$ cat config.mk
export PLATFORM = sky130hd
export DESIGN_NAME = multi_zone_moisture_averager
export DESIGN_NICKNAME = d
export VERILOG_FILES = /design/src/sv/mzma_pkg.sv /design/src/sv/mzma_ram.sv /design/src/sv/mzma_div.sv /design/src/sv/mzma_front.sv /design/src/sv/mzma_queue.sv /design/src/sv/mzma_back.sv /design/src/sv/multi_zone_moisture_averager.sv
export SDC_FILE = /design/constraint.sdc
export NUM_CORES = 1
export LEC_CHECK = 0
export BUFFER_PORTS_ARGS = -buffer_cell sky130_fd_sc_hd__buf_2
export CELL_PAD_IN_SITES_DETAIL_PLACEMENT = 1
export CELL_PAD_IN_SITES_GLOBAL_PLACEMENT = 1
export CORE_UTILIZATION = 40
export DETAILED_ROUTE_END_ITERATION = 8
export PLACE_DENSITY_LB_ADDON = 0.1
export RECOVER_POWER = 100
export SLEW_MARGIN = 15
export SYNTH_ARGS = -nofsm -noshare
export SYNTH_HDL_FRONTEND = slang
export SYNTH_HIERARCHICAL = 1
export SYNTH_SLANG_ARGS = --single-unit
export TNS_END_PERCENT = 10
$ cat constraint.sdc
create_clock -name clk -period 10.3 [get_ports clk]
set_input_delay 1.03 -clock clk [delete_from_list [all_inputs] [get_ports clk]]
set_output_delay 1.03 -clock clk [all_outputs]
set_load 0.02 [all_outputs]
$ cat src/sv/mzma_pkg.sv
package mzma_pkg;

  // Block dimensions
  localparam int SAMPLES_PER_ZONE = 5;
  localparam int ZONE_COUNT       = 4;
  localparam int ADC_BITS         = 12;

  // Fixed field widths of the ports
  localparam int ZIN_W    = 3;
  localparam int SMP_IN_W = 12;
  localparam int CAL_W    = 12;
  localparam int PCT_W    = 15;
  localparam int PCT_FULL = 25600;   // 100 percent in Q8

  // Configuration registers
  localparam int CFG_IDX_W = 1;
  localparam logic [CFG_IDX_W-1:0] REG_DRY = 1'b0;
  localparam logic [CFG_IDX_W-1:0] REG_WET = 1'b1;
  localparam logic [CAL_W-1:0]     DRY_RESET = {CAL_W{1'b1}};
  localparam logic [CAL_W-1:0]     WET_RESET = '0;

  // Sample store geometry
  localparam int STORE_W     = ADC_BITS;
  localparam int STORE_DEPTH = ZONE_COUNT * SAMPLES_PER_ZONE;
  localparam int ADDR_W      = (STORE_DEPTH > 1) ? $clog2(STORE_DEPTH) : 1;
  localparam int ZIDX_W      = (ZONE_COUNT > 1) ? $clog2(ZONE_COUNT) : 1;
  localparam int POS_W       = (SAMPLES_PER_ZONE > 1) ? $clog2(SAMPLES_PER_ZONE) : 1;
  localparam int CNT_W       = $clog2(SAMPLES_PER_ZONE + 1);
  localparam int SUM_W       = STORE_W + CNT_W;
  localparam logic [SMP_IN_W-1:0] SMP_MASK = SMP_IN_W'((1 << ADC_BITS) - 1);

  // Percentage datapath
  localparam int OPW     = (CAL_W > STORE_W) ? CAL_W : STORE_W;
  localparam int NUM_W   = OPW + PCT_W;
  localparam int DIV_D_W = (CAL_W > CNT_W) ? CAL_W : CNT_W;
  localparam int STEP_W  = $clog2(NUM_W + 1);

  // Front to back queue
  localparam int Q_DEPTH = 2;
  localparam int Q_PTR_W = $clog2(Q_DEPTH);
  localparam int Q_CNT_W = $clog2(Q_DEPTH + 1);

  typedef struct packed {
    logic [ZIN_W-1:0]    zone_number;
    logic [SMP_IN_W-1:0] sample;
  } in_word_t;

  typedef struct packed {
    logic [PCT_W-1:0] moisture_percent;
    logic             zone_valid;
  } out_word_t;

  typedef struct packed {
    logic                 valid;
    logic [CFG_IDX_W-1:0] index;
    logic [CAL_W-1:0]     data;
  } cfg_wr_t;

  // One classified word handed from front to back
  typedef struct packed {
    logic               zone_ok;
    logic [ADDR_W-1:0]  base;
    logic [POS_W-1:0]   off;
    logic [CNT_W-1:0]   count;
    logic [STORE_W-1:0] sample;
  } q_entry_t;

  typedef struct packed {
    logic               start;
    logic [NUM_W-1:0]   num;
    logic [DIV_D_W-1:0] den;
  } div_req_t;

  typedef struct packed {
    logic             done;
    logic [NUM_W-1:0] quot;
  } div_rsp_t;

endpackage

$ cat src/sv/mzma_ram.sv
module mzma_ram #(
  parameter int WIDTH = 8,
  parameter int DEPTH = 16
) (
  input  logic                                         clk,
  input  logic                                         we,
  input  logic [((DEPTH > 1) ? $clog2(DEPTH) : 1)-1:0] waddr,
  input  logic [WIDTH-1:0]                             wdata,
  input  logic [((DEPTH > 1) ? $clog2(DEPTH) : 1)-1:0] raddr,
  output logic [WIDTH-1:0]                             rdata
);

  logic [WIDTH-1:0] mem [DEPTH];

  // One write port, one registered read port
  always_ff @(posedge clk) begin
    if (we) begin
      mem[waddr] <= wdata;
    end
    rdata <= mem[raddr];
  end

endmodule

$ cat src/sv/mzma_div.sv
module mzma_div (
  input  logic               clk,
  input  logic               rst,
  input  mzma_pkg::div_req_t req,
  output mzma_pkg::div_rsp_t rsp
);
  import mzma_pkg::*;

  logic [DIV_D_W-1:0] rem;
  logic [NUM_W-1:0]   quo;
  logic [DIV_D_W-1:0] den;
  logic [STEP_W-1:0]  cnt;
  logic               busy;
  logic               done;
  logic [DIV_D_W:0]   shifted;
  logic [DIV_D_W:0]   trial;

  // One restoring step: bring in the next numerator bit, try subtracting
  always_comb begin
    shifted = {rem, quo[NUM_W-1]};
    trial   = shifted - {1'b0, den};
  end

  always_ff @(posedge clk) begin
    if (rst) begin
      busy <= 1'b0;
      done <= 1'b0;
    end else begin
      done <= 1'b0;
      if (req.start && !busy) begin
        quo  <= req.num;
        den  <= req.den;
        rem  <= '0;
        cnt  <= STEP_W'(NUM_W);
        busy <= 1'b1;
      end else if (busy) begin
        if (!trial[DIV_D_W]) begin
          rem <= trial[DIV_D_W-1:0];
          quo <= {quo[NUM_W-2:0], 1'b1};
        end else begin
          rem <= shifted[DIV_D_W-1:0];
          quo <= {quo[NUM_W-2:0], 1'b0};
        end
        cnt <= cnt - STEP_W'(1);
        if (cnt == STEP_W'(1)) begin
          busy <= 1'b0;
          done <= 1'b1;
        end
      end
    end
  end

  assign rsp.done = done;
  assign rsp.quot = quo;

endmodule

$ cat src/sv/mzma_front.sv
module mzma_front (
  input  logic               clk,
  input  logic               rst,
  input  logic               in_valid,
  output logic               in_stall,
  input  mzma_pkg::in_word_t in_word,
  output logic               q_push,
  output mzma_pkg::q_entry_t q_entry,
  input  logic               q_full
);
  import mzma_pkg::*;

  logic [POS_W-1:0]  write_position [ZONE_COUNT];
  logic              ring_filled [ZONE_COUNT];
  logic              zone_ok;
  logic [ZIDX_W-1:0] zidx;
  logic [POS_W-1:0]  pos;
  logic              last;

  assign in_stall = q_full;
  assign q_push   = in_valid && !q_full;

  // Classify the zone and work out where the sample goes
  always_comb begin
    zone_ok = (in_word.zone_number != '0) &&
              ((ZIN_W + 1)'(in_word.zone_number) <= (ZIN_W + 1)'(ZONE_COUNT));
    zidx    = ZIDX_W'(in_word.zone_number - ZIN_W'(1));
    pos     = write_position[zidx];
    last    = (pos == POS_W'(SAMPLES_PER_ZONE - 1));

    q_entry.zone_ok = zone_ok;
    q_entry.base    = ADDR_W'(ADDR_W'(zidx) * ADDR_W'(SAMPLES_PER_ZONE));
    q_entry.off     = pos;
    q_entry.count   = (ring_filled[zidx] || last) ? CNT_W'(SAMPLES_PER_ZONE)
                                                  : CNT_W'(pos) + CNT_W'(1);
    q_entry.sample  = STORE_W'(in_word.sample & SMP_MASK);
  end

  // Ring positions and wrap flags
  always_ff @(posedge clk) begin
    if (rst) begin
      for (int i = 0; i < ZONE_COUNT; i++) begin
        write_position[i] <= '0;
        ring_filled[i]    <= 1'b0;
      end
    end else if (q_push && zone_ok) begin
      if (last) begin
        write_position[zidx] <= '0;
        ring_filled[zidx]    <= 1'b1;
      end else begin
        write_position[zidx] <= pos + POS_W'(1);
      end
    end
  end

endmodule

$ cat src/sv/mzma_queue.sv
module mzma_queue (
  input  logic               clk,
  input  logic               rst,
  input  logic               push,
  input  mzma_pkg::q_entry_t push_entry,
  output logic               full,
  input  logic               pop,
  output mzma_pkg::q_entry_t pop_entry,
  output logic               empty
);
  import mzma_pkg::*;

  q_entry_t             slots [Q_DEPTH];
  logic [Q_PTR_W-1:0]   wr_ptr;
  logic [Q_PTR_W-1:0]   rd_ptr;
  logic [Q_CNT_W-1:0]   fill;

  assign full      = (fill == Q_CNT_W'(Q_DEPTH));
  assign empty     = (fill == '0);
  assign pop_entry = slots[rd_ptr];

  always_ff @(posedge clk) begin
    if (push) begin
      slots[wr_ptr] <= push_entry;
    end
  end

  // Pointers and occupancy
  always_ff @(posedge clk) begin
    if (rst) begin
      wr_ptr <= '0;
      rd_ptr <= '0;
      fill   <= '0;
    end else begin
      if (push) begin
        wr_ptr <= (wr_ptr == Q_PTR_W'(Q_DEPTH - 1)) ? '0 : wr_ptr + Q_PTR_W'(1);
      end
      if (pop) begin
        rd_ptr <= (rd_ptr == Q_PTR_W'(Q_DEPTH - 1)) ? '0 : rd_ptr + Q_PTR_W'(1);
      end
      if (push && !pop) begin
        fill <= fill + Q_CNT_W'(1);
      end else if (pop && !push) begin
        fill <= fill - Q_CNT_W'(1);
      end
    end
  end

endmodule

$ cat src/sv/mzma_back.sv
module mzma_back (
  input  logic                clk,
  input  logic                rst,
  input  mzma_pkg::cfg_wr_t   cfg,
  input  logic                q_empty,
  input  mzma_pkg::q_entry_t  q_entry,
  output logic                q_pop,
  output logic                ram_we,
  output logic [mzma_pkg::ADDR_W-1:0]  ram_waddr,
  output logic [mzma_pkg::STORE_W-1:0] ram_wdata,
  output logic [mzma_pkg::ADDR_W-1:0]  ram_raddr,
  input  logic [mzma_pkg::STORE_W-1:0] ram_rdata,
  output mzma_pkg::div_req_t  div_req,
  input  mzma_pkg::div_rsp_t  div_rsp,
  output logic                out_valid,
  input  logic                out_stall,
  output mzma_pkg::out_word_t out_word
);
  import mzma_pkg::*;

  localparam logic [3:0] S_IDLE     = 4'd0;
  localparam logic [3:0] S_WRITE    = 4'd1;
  localparam logic [3:0] S_READ     = 4'd2;
  localparam logic [3:0] S_DRAIN    = 4'd3;
  localparam logic [3:0] S_AVG_GO   = 4'd4;
  localparam logic [3:0] S_AVG_WAIT = 4'd5;
  localparam logic [3:0] S_MUL      = 4'd6;
  localparam logic [3:0] S_PCT_GO   = 4'd7;
  localparam logic [3:0] S_PCT_WAIT = 4'd8;
  localparam logic [3:0] S_DONE     = 4'd9;

  logic [3:0]         state;
  logic [CAL_W-1:0]   dry_level;
  logic [CAL_W-1:0]   wet_level;
  q_entry_t           job;
  logic [POS_W-1:0]   rd_idx;
  logic               rd_vld;
  logic [SUM_W-1:0]   sum;
  logic [STORE_W-1:0] avg;
  logic [NUM_W-1:0]   prod;
  logic               num_neg;
  logic [CAL_W-1:0]   den_mag;
  logic               den_neg;
  logic               den_zero;
  logic [PCT_W-1:0]   res_pct;
  logic               res_zv;
  logic               out_free;
  logic [OPW:0]       dry_ext;
  logic [OPW:0]       avg_ext;
  logic               diff_neg;
  logic [OPW-1:0]     diff_mag;

  assign q_pop    = (state == S_IDLE) && !q_empty;
  assign out_free = !out_valid || !out_stall;

  // Store port: sample write, then a sweep over the counted entries
  assign ram_we    = (state == S_WRITE);
  assign ram_waddr = job.base + ADDR_W'(job.off);
  assign ram_wdata = job.sample;
  assign ram_raddr = job.base + ADDR_W'(rd_idx);

  // Shared divider: first the average, then the percentage
  always_comb begin
    div_req.start = (state == S_AVG_GO) || (state == S_PCT_GO && !den_zero && !(num_neg ^ den_neg));
    div_req.num   = (state == S_AVG_GO) ? NUM_W'(sum) : prod;
    div_req.den   = (state == S_AVG_GO) ? DIV_D_W'(job.count) : DIV_D_W'(den_mag);
  end

  // Signed difference dry - avg as sign and magnitude
  always_comb begin
    dry_ext  = (OPW + 1)'(dry_level);
    avg_ext  = (OPW + 1)'(avg);
    diff_neg = avg_ext > dry_ext;
    diff_mag = diff_neg ? OPW'(avg_ext - dry_ext) : OPW'(dry_ext - avg_ext);
  end

  // Calibration registers
  always_ff @(posedge clk) begin
    if (rst) begin
      dry_level <= DRY_RESET;
      wet_level <= WET_RESET;
    end else if (cfg.valid) begin
      case (cfg.index)
        REG_DRY: dry_level <= cfg.data;
        REG_WET: wet_level <= cfg.data;
        default: ;
      endcase
    end
  end

  // Sequencer
  always_ff @(posedge clk) begin
    if (rst) begin
      state  <= S_IDLE;
      rd_vld <= 1'b0;
    end else begin
      case (state)
        S_IDLE: begin
          if (!q_empty) begin
            job <= q_entry;
            if (q_entry.zone_ok) begin
              state <= S_WRITE;
            end else begin
              res_pct <= '0;
              res_zv  <= 1'b0;
              state   <= S_DONE;
            end
          end
        end
        S_WRITE: begin
          sum    <= '0;
          rd_idx <= '0;
          rd_vld <= 1'b0;
          state  <= S_READ;
        end
        S_READ: begin
          rd_vld <= 1'b1;
          if (rd_vld) begin
            sum <= sum + SUM_W'(ram_rdata);
          end
          if (rd_idx == POS_W'(job.count - CNT_W'(1))) begin
            state <= S_DRAIN;
          end else begin
            rd_idx <= rd_idx + POS_W'(1);
          end
        end
        S_DRAIN: begin
          sum    <= sum + SUM_W'(ram_rdata);
          rd_vld <= 1'b0;
          state  <= S_AVG_GO;
        end
        S_AVG_GO: begin
          state <= S_AVG_WAIT;
        end
        S_AVG_WAIT: begin
          if (div_rsp.done) begin
            avg   <= div_rsp.quot[STORE_W-1:0];
            state <= S_MUL;
          end
        end
        S_MUL: begin
          prod     <= NUM_W'(diff_mag) * NUM_W'(PCT_FULL);
          num_neg  <= diff_neg;
          den_neg  <= wet_level > dry_level;
          den_zero <= wet_level == dry_level;
          den_mag  <= (wet_level > dry_level) ? wet_level - dry_level
                                              : dry_level - wet_level;
          state    <= S_PCT_GO;
        end
        S_PCT_GO: begin
          res_zv <= 1'b1;
          // Equal levels or a negative quotient end at zero
          if (den_zero || (num_neg ^ den_neg)) begin
            res_pct <= '0;
            state   <= S_DONE;
          end else begin
            state <= S_PCT_WAIT;
          end
        end
        S_PCT_WAIT: begin
          if (div_rsp.done) begin
            res_pct <= (div_rsp.quot > NUM_W'(PCT_FULL)) ? PCT_W'(PCT_FULL)
                                                          : div_rsp.quot[PCT_W-1:0];
            state   <= S_DONE;
          end
        end
        S_DONE: begin
          if (out_free) begin
            state <= S_IDLE;
          end
        end
        default: state <= S_IDLE;
      endcase
    end
  end

  // Output register
  always_ff @(posedge clk) begin
    if (rst) begin
      out_valid <= 1'b0;
    end else begin
      if (out_valid && !out_stall) begin
        out_valid <= 1'b0;
      end
      if (state == S_DONE && out_free) begin
        out_valid <= 1'b1;
      end
    end
  end

  always_ff @(posedge clk) begin
    if (state == S_DONE && out_free) begin
      out_word.moisture_percent <= res_pct;
      out_word.zone_valid       <= res_zv;
    end
  end

endmodule

$ cat src/sv/multi_zone_moisture_averager.sv
// Channel   Handshake            Word
// in        in_valid / in_stall  in_word   (zone_number, sample)
// out       out_valid / out_stall out_word (moisture_percent, zone_valid)
// cfg       cfg_valid / cfg_ready cfg_index, cfg_data (0 dry_level, 1 wet_level)
//
// A word in a valid zone takes one store read per counted entry, then a pass
// through the bit-serial divider for the average and, unless the result is
// forced to zero, one for the percentage. A rejected zone skips both.
// Reset is synchronous; it empties the rings and loads dry 4095, wet 0.
// A two-word queue parts input from the sequencer, and the output register
// lets the next word start while a result waits on out_stall.
module multi_zone_moisture_averager (
  input  logic                                clk,
  input  logic                                rst,
  input  logic                                in_valid,
  output logic                                in_stall,
  input  mzma_pkg::in_word_t                  in_word,
  output logic                                out_valid,
  input  logic                                out_stall,
  output mzma_pkg::out_word_t                 out_word,
  input  logic                                cfg_valid,
  output logic                                cfg_ready,
  input  logic [mzma_pkg::CFG_IDX_W-1:0]      cfg_index,
  input  logic [mzma_pkg::CAL_W-1:0]          cfg_data
);
  import mzma_pkg::*;

  q_entry_t            push_entry;
  q_entry_t            pop_entry;
  logic                q_push;
  logic                q_full;
  logic                q_pop;
  logic                q_empty;
  cfg_wr_t             cfg;
  logic                ram_we;
  logic [ADDR_W-1:0]   ram_waddr;
  logic [STORE_W-1:0]  ram_wdata;
  logic [ADDR_W-1:0]   ram_raddr;
  logic [STORE_W-1:0]  ram_rdata;
  div_req_t            div_req;
  div_rsp_t            div_rsp;

  // Registers accept a write every cycle
  assign cfg_ready = 1'b1;
  assign cfg.valid = cfg_valid;
  assign cfg.index = cfg_index;
  assign cfg.data  = cfg_data;

  mzma_front u_front (
    .clk      (clk),
    .rst      (rst),
    .in_valid (in_valid),
    .in_stall (in_stall),
    .in_word  (in_word),
    .q_push   (q_push),
    .q_entry  (push_entry),
    .q_full   (q_full)
  );

  mzma_queue u_queue (
    .clk        (clk),
    .rst        (rst),
    .push       (q_push),
    .push_entry (push_entry),
    .full       (q_full),
    .pop        (q_pop),
    .pop_entry  (pop_entry),
    .empty      (q_empty)
  );

  mzma_ram #(
    .WIDTH (STORE_W),
    .DEPTH (STORE_DEPTH)
  ) u_store (
    .clk   (clk),
    .we    (ram_we),
    .waddr (ram_waddr),
    .wdata (ram_wdata),
    .raddr (ram_raddr),
    .rdata (ram_rdata)
  );

  mzma_div u_div (
    .clk (clk),
    .rst (rst),
    .req (div_req),
    .rsp (div_rsp)
  );

  mzma_back u_back (
    .clk       (clk),
    .rst       (rst),
    .cfg       (cfg),
    .q_empty   (q_empty),
    .q_entry   (pop_entry),
    .q_pop     (q_pop),
    .ram_we    (ram_we),
    .ram_waddr (ram_waddr),
    .ram_wdata (ram_wdata),
    .ram_raddr (ram_raddr),
    .ram_rdata (ram_rdata),
    .div_req   (div_req),
    .div_rsp   (div_rsp),
    .out_valid (out_valid),
    .out_stall (out_stall),
    .out_word  (out_word)
  );

endmodule

==> results.txt, run 1 <==
----------------------------------------------------
[Run status]
  Outcome ... finished with violations
  Violated checks ... max-capacitance violations, max-slew violations

[Worst setup path]
  Source of the worst register-to-register timing path ... u_back/rd_idx[0]$_SDFFCE_PN0P_
  Worst reg2reg path depth ... 6
  Highest net fanout along the worst path ... 53
  Number of buffers and inverters on the critical path ... 1
  Top delay family on crit path ... buffers and inverters
  Slowest stage cell, crit path ... sky130_fd_sc_hd__clkbuf_1
  Cells along the critical path ... ha_1 > clkbuf_1 > mux2i_1 > a22oi_1 > nand2_1 > o21ai_0
  Arrival time of data at the critical path endpoint ... 7.01 ns
  Reg2Reg Setup Slack ... 3.78 ns
  Nature of the critical path startpoint ... register
  Crit path largest cell delay ... 2.89 ns
  Req. time, crit path ... 10.80 ns
  Crit Reg-Reg Endpoint ... u_store/rdata[5]$_DFF_P_
  Category of the worst setup path capture point ... register
  Category of the most critical setup path ... register to register

[GRT]
  Global-route wire length before repair ... 95700 um
  Overall routing resource usage ... 19.5%
  Gr ovfl total ... 0
  Number of antenna violations at the first check in global routing ... 12
  Number of global-route vias before repair ... 16100
  Largest net degree at the start of global routing ... 54

[Power]
  Part of the total power dissipated in combinational logic ... 28.0%
  VDD IR max ... 0.158 mV
  Switching part of the total ... 31.9%
  Power density normalized to cell area ... 240 nW/um^2
  Static leakage power ... 10.3 nW
  Int Pwr ... 4.64 mW
  Net switching power figure ... 2.17 mW
  Clock power frac ... 31.3%
  Sequential share of power ... 40.7%

[Die]
  Starting density of the core ... 40.5%
  Boundary Pins ... 52
  Number of standard-cell rows in the floorplan ... 92
  Total Die Area ... 64900 sq um
  Total core area ... 63100 sq um
  Overall die height ... 255 um
  Width of the die ... 255 um

[Route]
  Routed vias/inst ... 5.36
  Total wire length after detailed routing ... 62500 um
  Number of DRC violations after detailed routing ... 0
  Via total after detailed routing ... 15400
  Number of nets still failing antenna checks after routing ... 0
  Router iterations before antenna repair ... 4
  DRC violation total after the first TritonRoute iteration ... 897
  Routed wirelength normalized by instance count ... 21.8 um

[Place]
  Final estimated routing congestion in global placement ... 0.841
  Post-Place Cells ... 2762
  Final HPWL DP ... 43400 um
  Count of port buffers added during placement ... 50
  Placed Area ... 26600 sq um
  Post-placement setup slack ... 4.70 ns

[Clock network]
  Hold bufs inserted after CTS ... 0
  Worst-case clock buffer depth ... 3
  Inserted Clock Buffers ... 58
  Root buffer selected by CTS ... sky130_fd_sc_hd__clkbuf_16
  CTS sink cnt ... 526
  Number of gates given a new drive strength after cts ... 0
  Clock tree from TritonCTS ... done
  H-tree levels ... 2
  Clock insertion delay at the later pin of the skew report ... 0.65 ns
  Total setup buffers inserted after CTS ... 0
  Clock transition at path regs ... 0.06 ns

[Yosys]
  Synthesized Nets ... 2102
  Distinct cells, synth ... 87
  Area fraction of the dominant cell type after synthesis ... 56.0%
  Number of enable flip-flop cells after synthesis ... 477
  Area of the mapped netlist ... 25600 sq um
  Most frequent cell after synthesis ... sky130_fd_sc_hd__edfxtp_1
  Yosys top cell by area ... sky130_fd_sc_hd__edfxtp_1
  Synth Register Bits ... 526
  Synthesized instance count ... 1931
  Commonest cells in the netlist ... sky130_fd_sc_hd__edfxtp_1, sky130_fd_sc_hd__nand2_1, sky130_fd_sc_hd__ha_1
  Ys async rst share ... 0%
  Ys flop type ... sky130_fd_sc_hd__edfxtp_1
  Synth warn ... 6
  Average cell area after synthesis ... 13.2 sq um
  Leading post-synthesis cells by cell area ... sky130_fd_sc_hd__edfxtp_1, sky130_fd_sc_hd__ha_1, sky130_fd_sc_hd__dfxtp_1
  Portion of the post-synthesis area used by sequential elements ... 59.8%

[Worst hold path]
  Number of stages on the worst hold path ... 0
  Class of the most critical hold timing path ... register to register
  Launch instance of the worst min-delay path ... u_back/res_pct[10]$_SDFFCE_PN0P_
  Hold Crit Endpoint ... u_back/out_word[11]$_DFFE_PP_

[STA]
  Setup-violating endpoint count in the final report ... 0
  Min Tclk post-route ... 6.52 ns
  Worst-Margin Slew ... 3.98 ns
  RSZ-0062 raised after global routing ... false
  Count of endpoints failing hold in the final timing report ... 0
  Slew headroom ... -165%
  Max-slew violation count ... 324
  Achievable clock frequency ... 153 MHz
  Part of the cycle the worst path needs ... 63.3%
  Aggregate negative setup slack ... 0 ns
  Minimum hold slack ... 0.418 ns
  Setup slack after layout ... 3.78 ns
  Worst Clk Skew ... 0.0514 ns

[Layout]
  Fraction of final layout cells sized beyond drive strength 1 ... 11.3%
  Nets ... 2148
  Total area of multi-input combinational cells ... 9260 sq um
  Fill cell count ... 6569
  Finished layout cell area ... 28400 sq um
  Sequential cell area ... 15300 sq um
  Area added between synthesis and finish ... 11.0%
  Number of antenna repair diodes ... 0
  Non-Filler Instances ... 2873

[Run]
  Number of max-cap violations ... 9

----------------------------------------------------
## how the worst max path moves through the flow
stage / startpoint / end / slack, ns / cells past startpoint
after floorplan: u_back/dry_level[1]$_SDFFE_PP1P_ / u_back/prod[24]$_DFFE_PP_ / 5.23 / 20
after global placement: u_back/dry_level[1]$_SDFFE_PP1P_ / u_back/prod[26]$_DFFE_PP_ / 4.84 / 19
after detailed placement: u_back/dry_level[1]$_SDFFE_PP1P_ / u_back/prod[26]$_DFFE_PP_ / 4.70 / 19
after CTS: u_back/dry_level[1]$_SDFFE_PP1P_ / u_back/prod[26]$_DFFE_PP_ / 4.70 / 19
after global routing: u_back/rd_idx[0]$_SDFFCE_PN0P_ / u_store/rdata[5]$_DFF_P_ / 3.04 / 6
final: u_back/rd_idx[0]$_SDFFCE_PN0P_ / u_store/rdata[5]$_DFF_P_ / 3.78 / 6
## power groups by stage
| stage | Clock [mW] | Combinational, mW | Sequential (mW) |
|---|---|---|---|
| after floorplan | 0 | 1.44 | 2.72 |
| after global placement | 0 | 1.87 | 2.80 |
| after detailed placement | 0 | 1.91 | 2.82 |
| after CTS | 2.19 | 1.92 | 2.77 |
| after global routing | 2.26 | 2.11 | 2.80 |
| final | 2.13 | 1.90 | 2.77 |
## metrics by stage
stage | total power, mW | utilization [%]
floorplan | 4.16 | -
global placement | 4.68 | 42.2
detailed placement | 4.72 | 42.2
CTS | 6.89 | 45.3
global route | 7.17 | 45.0
finish | 6.80 | 45.0
## sequential cells by signal, summed over array words and instances (netlist names), 5 cells and up, named ones only
register                count
u_store/mem               240
u_queue/slots              48
u_div/quo                  27
u_back/prod                17
u_back/out_word            16
u_back/res_pct             15
u_back/sum                 15
u_back/avg                 12
u_back/den_mag             12
u_back/dry_level           12
u_back/ram_wdata           12
u_back/wet_level           12
u_div/den                  12
u_div/rem                  12
u_front/write_position     12
u_store/rdata              12
u_back/job                 11
u_div/cnt                   5
## worst register-to-register path: stages, from the launching register on
cell and delay [ns]:
sky130_fd_sc_hd__edfxtp_1 0.45, sky130_fd_sc_hd__ha_1 1.69, sky130_fd_sc_hd__clkbuf_1 2.92, sky130_fd_sc_hd__mux2i_1 0.43, sky130_fd_sc_hd__a22oi_1 0.32, sky130_fd_sc_hd__nand2_1 0.13, sky130_fd_sc_hd__o21ai_0 0.42
## cell families (layout without fill, tap and decap cells)
logic type	after synthesis	after routing	synth area share (%)
adder cells (fa/ha/maj)	138	138	7.19
XOR/XNOR	61	61	2.14
AND/OR/NAND/NOR	516	516	10.0
buffers and inverters	209	305	3.98
other	2	2	0.0294
AO/OA/AOI/OAI	317	317	7.99
multiplexers	162	162	8.82
flip-flops	526	526	59.8
## cell usage in the layout, fill, tap and decap left out, drive strengths merged, types with 22 or more instances in the layout
master  netlist  final
xnor2        35     35
nand2       166    166
nor3         33     33
nand2b       28     28
o21ai        73     73
nor2        111    111
nand3        22     22
buf          63     33
xor2         25     25
and2         30     30
a21oi        95     95
clkbuf       41    125
a21o         24     24
mux2         48     48
nor2b        47     47
a22oi        34     34
inv         105    108
clkinv        0     28
mux4         41     41
dfxtp        49     49
mux2i        73     73
ha          123    123
edfxtp      477    477
## metal layers
metal	part of all wire, %	global-route usage, %	vias up	wire length (um)
li1	-	-	7215	-
met1	48	27.9	7821	30200
met2	46	31.0	266	28700
met3	3.6	2.46	83	2230
met4	2.2	5.73	2	1400
met5	0.019	0	-	12
## final cells by class
cell class	count	share of cell area, %
flip-flops and latches	526	53.9
multi-input cells	1196	32.6
clock buffers	68	5.31
well taps	846	3.73
clock inverters	42	1.65
repair buffers	90	1.39
inverters	105	1.39
Note: power is estimated with default switching activity, not from simulation.
==> inputs of run 2 (changes only) <==
Clock period 10.3 ns to 6.54 ns, I/O delays scaled along.
==> results.txt, run 2 (same netlist as run 1, synthesis figures left out) <==
----------------------------------------------------
[Layout]
  Fraction of final layout cells sized beyond drive strength 1 ... 10.8%
  Nets ... 2148
  Area added between synthesis and finish ... 10.4%
  Largest registers ... u_store/mem (240), u_queue/slots (48), u_div/quo (27)
  Non-Filler Instances ... 2873
  Most frequent cells in the layout ... sky130_fd_sc_hd__edfxtp_1, sky130_fd_sc_hd__nand2_1, sky130_fd_sc_hd__ha_1
  Fill cell count ... 6582
  Sequential cell area ... 15300 sq um
  Leading cell type in the layout, fill and taps excluded ... sky130_fd_sc_hd__edfxtp_1
  Largest register FFs ... 240
  Total area of multi-input combinational cells ... 9270 sq um
  Largest register by flop count ... u_store/mem

[Clock network]
  Total setup buffers inserted after CTS ... 0
  Worst-case clock buffer depth ... 3
  Root buffer selected by CTS ... sky130_fd_sc_hd__clkbuf_16
  Clock tree from TritonCTS ... done
  Hold bufs inserted after CTS ... 0
  Number of gates given a new drive strength after cts ... 0
  Inserted Clock Buffers ... 59
  Clock transition at path regs ... 0.06 ns
  CTS sink cnt ... 526
  H-tree levels ... 2
  Clock insertion delay at the later pin of the skew report ... 0.64 ns

[STA]
  Setup slack after layout ... 0.974 ns
  Count of endpoints failing hold in the final timing report ... 0
  Setup-violating endpoint count in the final report ... 0
  Part of the cycle the worst path needs ... 85.1%
  Aggregate negative setup slack ... 0 ns
  Max-slew violation count ... 265
  Min Tclk post-route ... 5.57 ns
  RSZ-0062 raised after global routing ... false
  Slew headroom ... -166%
  Worst Clk Skew ... 0.0350 ns
  Worst-Margin Slew ... 3.99 ns
  Achievable clock frequency ... 180 MHz

[Route]
  Total wire length after detailed routing ... 62200 um
  Number of nets still failing antenna checks after routing ... 0
  Routed wirelength normalized by instance count ... 21.6 um
  Number of DRC violations after detailed routing ... 0
  Router iterations before antenna repair ... 5
  DRC violation total after the first TritonRoute iteration ... 941
  Via total after detailed routing ... 15300
  Routed vias/inst ... 5.32

[Run]
  Number of max-cap violations ... 8

[Worst hold path]
  Class of the most critical hold timing path ... primary input to register

[Run status]
  Outcome ... finished with violations
  Violated checks ... max-capacitance violations, max-slew violations

[Place]
  Final estimated routing congestion in global placement ... 0.846
  Post-placement setup slack ... 0.972 ns
  Post-Place Cells ... 2762
  Count of port buffers added during placement ... 50
  Final HPWL DP ... 43600 um

[Die]
  Width of the die ... 255 um
  Boundary Pins ... 52
  Total core area ... 63100 sq um
  Starting density of the core ... 40.5%
  Total Die Area ... 64900 sq um
  Overall die height ... 255 um
  Number of standard-cell rows in the floorplan ... 92

[Power]
  VDD IR max ... 0.239 mV
  Power density normalized to cell area ... 371 nW/um^2
  Static leakage power ... 10.2 nW

[Worst setup path]
  Highest net fanout along the worst path ... 12
  Reg2Reg Setup Slack ... 0.97 ns
  Library cell appearing most often on the critical path ... sky130_fd_sc_hd__ha_1
  Nature of the critical path startpoint ... register
  Category of the most critical setup path ... register to register
  Arrival time of data at the critical path endpoint ... 6.05 ns
  Number of buffers and inverters on the critical path ... 3
  Slowest stage cell, crit path ... sky130_fd_sc_hd__ha_1
  Crit path largest cell delay ... 0.50 ns
  Cells along the critical path ... inv_1 > ha_1 > a211oi_1 > o211ai_1 > nor4bb_1 > or2_4 > mux2i_1 > xnor2_1 > ha_1 > ha_1 > inv_1 > fa_1 > inv_1 > ha_1 > nor2b_1 > o21ai_0 > a21o_1 > a31oi_1 > or4_1 > nand4_1
  Req. time, crit path ... 7.03 ns
  Category of the worst setup path capture point ... register
  Top delay family on crit path ... adder cells

[GRT]
  Global-route wire length before repair ... 94900 um
  Number of antenna violations at the first check in global routing ... 11
  Gr ovfl total ... 0
  Largest net degree at the start of global routing ... 54
  Overall routing resource usage ... 19.4%
  Number of global-route vias before repair ... 15800

----------------------------------------------------
## run 2: cell type report
cell class	instances	area share (%)
diodes	1	0.00886
clock buffers	74	5.46
clock inverters	36	0.944
inverters	105	1.40
multi-input cells	1196	32.8
flip-flops and latches	526	54.2
well taps	846	3.75
repair buffers	89	1.39
## run 2: metrics by stage
step	util [%]	cell area, sq um	hold WS, ns	power [mW]
3_3_place_gp	42.2	26600	0.401	7.37
6_report	44.8	28200	0.199	10.5
4_1_cts	45.1	28400	0.155	10.6
5_1_grt	44.8	28200	0.166	11.0
3_5_place_dp	42.2	26600	0.406	7.43
2_1_floorplan	-	25600	0.400	6.55
## run 2: routing by layer
layer	share of wire, %	track usage (%)	vias to the layer above
li1	-	-	7216
met1	48	28.1	7701
met2	45	30.3	262
met3	4.1	3.06	96
met4	2.1	4.93	2
met5	0.016	0	-
## run 2: path summary, 6_finish.rpt
path	cells past startpoint	end	from
setup / recovery	20	u_back/prod[24]$_DFFE_PP_	u_back/dry_level[2]$_SDFFE_PP1P_
hold / removal	1	u_queue/slots[1][4]$_DFFE_PP_	in_word[4]
setup reg to reg	20	u_back/prod[24]$_DFFE_PP_	u_back/dry_level[2]$_SDFFE_PP1P_
hold reg to reg	0	u_back/out_word[11]$_DFFE_PP_	u_back/res_pct[10]$_SDFFCE_PN0P_
## run 2: power breakdown
| part | total, mW | internal, mW | switching (mW) | leakage, nW |
|---|---|---|---|---|
| registers | 4.37 | 4.14 | 0.224 | 4.75 |
| logic | 2.99 | 1.21 | 1.77 | 4.58 |
| clock network | 3.12 | 1.75 | 1.37 | 0.879 |
==> inputs of run 3 (changes only) <==
Settings changed: MAX_ROUTING_LAYER set to met4.
==> results.txt, run 3 (same netlist as run 1, synthesis figures left out) <==
----------------------------------------------------
[Layout]
  Most frequent cells in the layout ... sky130_fd_sc_hd__edfxtp_1, sky130_fd_sc_hd__nand2_1, sky130_fd_sc_hd__ha_1
  Finished layout cell area ... 28200 sq um
  Fraction of final layout cells sized beyond drive strength 1 ... 10.8%
  Largest registers ... u_store/mem (240), u_queue/slots (48), u_div/quo (27)
  Nets ... 2148
  Total area of multi-input combinational cells ... 9270 sq um
  Leading cell type in the layout, fill and taps excluded ... sky130_fd_sc_hd__edfxtp_1
  Largest register FFs ... 240
  Area added between synthesis and finish ... 10.4%
  Sequential cell area ... 15300 sq um
  Non-Filler Instances ... 2873
  Fill cell count ... 6583
  Largest register by flop count ... u_store/mem

[STA]
  Achievable clock frequency ... 179 MHz
  Max-slew violation count ... 265
  Part of the cycle the worst path needs ... 85.2%
  Count of endpoints failing hold in the final timing report ... 0
  Slew headroom ... -163%
  Worst Clk Skew ... 0.0338 ns
  Min Tclk post-route ... 5.57 ns
  Worst-Margin Slew ... 3.94 ns
  RSZ-0062 raised after global routing ... false
  Setup-violating endpoint count in the final report ... 0
  Aggregate negative setup slack ... 0 ns
  Setup slack after layout ... 0.965 ns

[Die]
  Boundary Pins ... 52
  Total Die Area ... 64900 sq um
  Width of the die ... 255 um
  Overall die height ... 255 um
  Number of standard-cell rows in the floorplan ... 92
  Starting density of the core ... 40.5%
  Total core area ... 63100 sq um

[Route]
  Routed wirelength normalized by instance count ... 21.6 um
  Routed vias/inst ... 5.31
  Router iterations before antenna repair ... 5
  Number of DRC violations after detailed routing ... 0
  Number of nets still failing antenna checks after routing ... 0
  Via total after detailed routing ... 15300
  DRC violation total after the first TritonRoute iteration ... 921
  Total wire length after detailed routing ... 62000 um

[Power]
  Static leakage power ... 10.2 nW
  VDD IR max ... 0.237 mV
  Total power ... 10.5 mW
  Power density normalized to cell area ... 371 nW/um^2

[Clock network]
  Clock tree from TritonCTS ... done
  Worst-case clock buffer depth ... 3
  Number of gates given a new drive strength after cts ... 0
  Clock insertion delay at the later pin of the skew report ... 0.64 ns
  Root buffer selected by CTS ... sky130_fd_sc_hd__clkbuf_16
  Inserted Clock Buffers ... 59
  Clock transition at path regs ... 0.06 ns
  Total setup buffers inserted after CTS ... 0
  H-tree levels ... 2
  CTS sink cnt ... 526
  Hold bufs inserted after CTS ... 0

[GRT]
  Global-route wire length before repair ... 95000 um
  Overall routing resource usage ... 20.0%
  Number of global-route vias before repair ... 15800
  Largest net degree at the start of global routing ... 54
  Number of antenna violations at the first check in global routing ... 11
  Gr ovfl total ... 0

[Worst setup path]
  Nature of the critical path startpoint ... register
  Slowest stage cell, crit path ... sky130_fd_sc_hd__fa_1
  Crit path largest cell delay ... 0.50 ns
  Category of the most critical setup path ... register to register
  Cells along the critical path ... inv_1 > ha_1 > a211oi_1 > o211ai_1 > nor4bb_1 > or2_4 > mux2i_1 > xnor2_1 > ha_1 > ha_1 > inv_1 > fa_1 > inv_1 > ha_1 > nor2b_1 > o21ai_0 > a21o_1 > a31oi_1 > or4_1 > nand4_1
  Category of the worst setup path capture point ... register
  Number of buffers and inverters on the critical path ... 3
  Top delay family on crit path ... adder cells
  Library cell appearing most often on the critical path ... sky130_fd_sc_hd__ha_1
  Highest net fanout along the worst path ... 12
  Arrival time of data at the critical path endpoint ... 6.06 ns
  Req. time, crit path ... 7.03 ns

[Run status]
  Outcome ... finished with violations
  Violated checks ... max-capacitance violations, max-slew violations

[Worst hold path]
  Class of the most critical hold timing path ... primary input to register

[Place]
  Post-placement setup slack ... 0.972 ns
  Post-Place Cells ... 2762
  Placed Area ... 26600 sq um
  Count of port buffers added during placement ... 50
  Final HPWL DP ... 43600 um
  Final estimated routing congestion in global placement ... 0.859

[Run]
  Number of max-cap violations ... 8

----------------------------------------------------
==> run 3: worst register-to-register path, cell delays in order, from the launching register on <==
cell	delay, ns
sky130_fd_sc_hd__dfxtp_1	0.36
sky130_fd_sc_hd__inv_1	0.10
sky130_fd_sc_hd__ha_1	0.49
sky130_fd_sc_hd__a211oi_1	0.16
sky130_fd_sc_hd__o211ai_1	0.23
sky130_fd_sc_hd__nor4bb_1	0.48
sky130_fd_sc_hd__or2_4	0.40
sky130_fd_sc_hd__mux2i_1	0.35
sky130_fd_sc_hd__xnor2_1	0.17
sky130_fd_sc_hd__ha_1	0.26
sky130_fd_sc_hd__ha_1	0.28
sky130_fd_sc_hd__inv_1	0.05
sky130_fd_sc_hd__fa_1	0.50
sky130_fd_sc_hd__inv_1	0.05
sky130_fd_sc_hd__ha_1	0.33
sky130_fd_sc_hd__nor2b_1	0.14
sky130_fd_sc_hd__o21ai_0	0.21
sky130_fd_sc_hd__a21o_1	0.19
sky130_fd_sc_hd__a31oi_1	0.18
sky130_fd_sc_hd__or4_1	0.44
sky130_fd_sc_hd__nand4_1	0.09
==> run 3: final timing paths <==
path	slack [ns]	endpoint	depth (start not counted)	start
hold / removal	0.20	u_queue/slots[1][4]$_DFFE_PP_	1	in_word[4]
setup reg to reg	0.97	u_back/prod[24]$_DFFE_PP_	20	u_back/dry_level[2]$_SDFFE_PP1P_
setup / recovery	0.97	u_back/prod[24]$_DFFE_PP_	20	u_back/dry_level[2]$_SDFFE_PP1P_
hold reg to reg	0.42	u_back/out_word[11]$_DFFE_PP_	0	u_back/res_pct[10]$_SDFFCE_PN0P_
==> run 3: final cells by class <==
cell class | count | share of cell area [%]
multi-input combinational | 1196 | 32.8
timing repair buffer | 89 | 1.39
inverter | 105 | 1.40
clock inverter | 36 | 0.944
clock buffer | 74 | 5.46
antenna | 1 | 0.00886
sequential | 526 | 54.2
tap | 846 | 3.75
==> run 3: power breakdown <==
group,switching [mW],internal (mW)
sequential,0.224,4.14
combinational,1.77,1.21
clock,1.37,1.75
total,3.36,7.11
==> run 3: per-layer routing <==
layer,wire (um),track usage (%)
met1,29900,28.1
met2,28200,30.3
met3,2600,3.06
met4,1300,4.93
met5,0,-
==> run 3: through the flow <==
step           util (%)  hold WS [ns]
6_report           44.8         0.202
5_1_grt            44.8         0.165
4_1_cts            45.1         0.155
3_5_place_dp       42.2         0.406
3_3_place_gp       42.2         0.401
2_1_floorplan         -         0.400
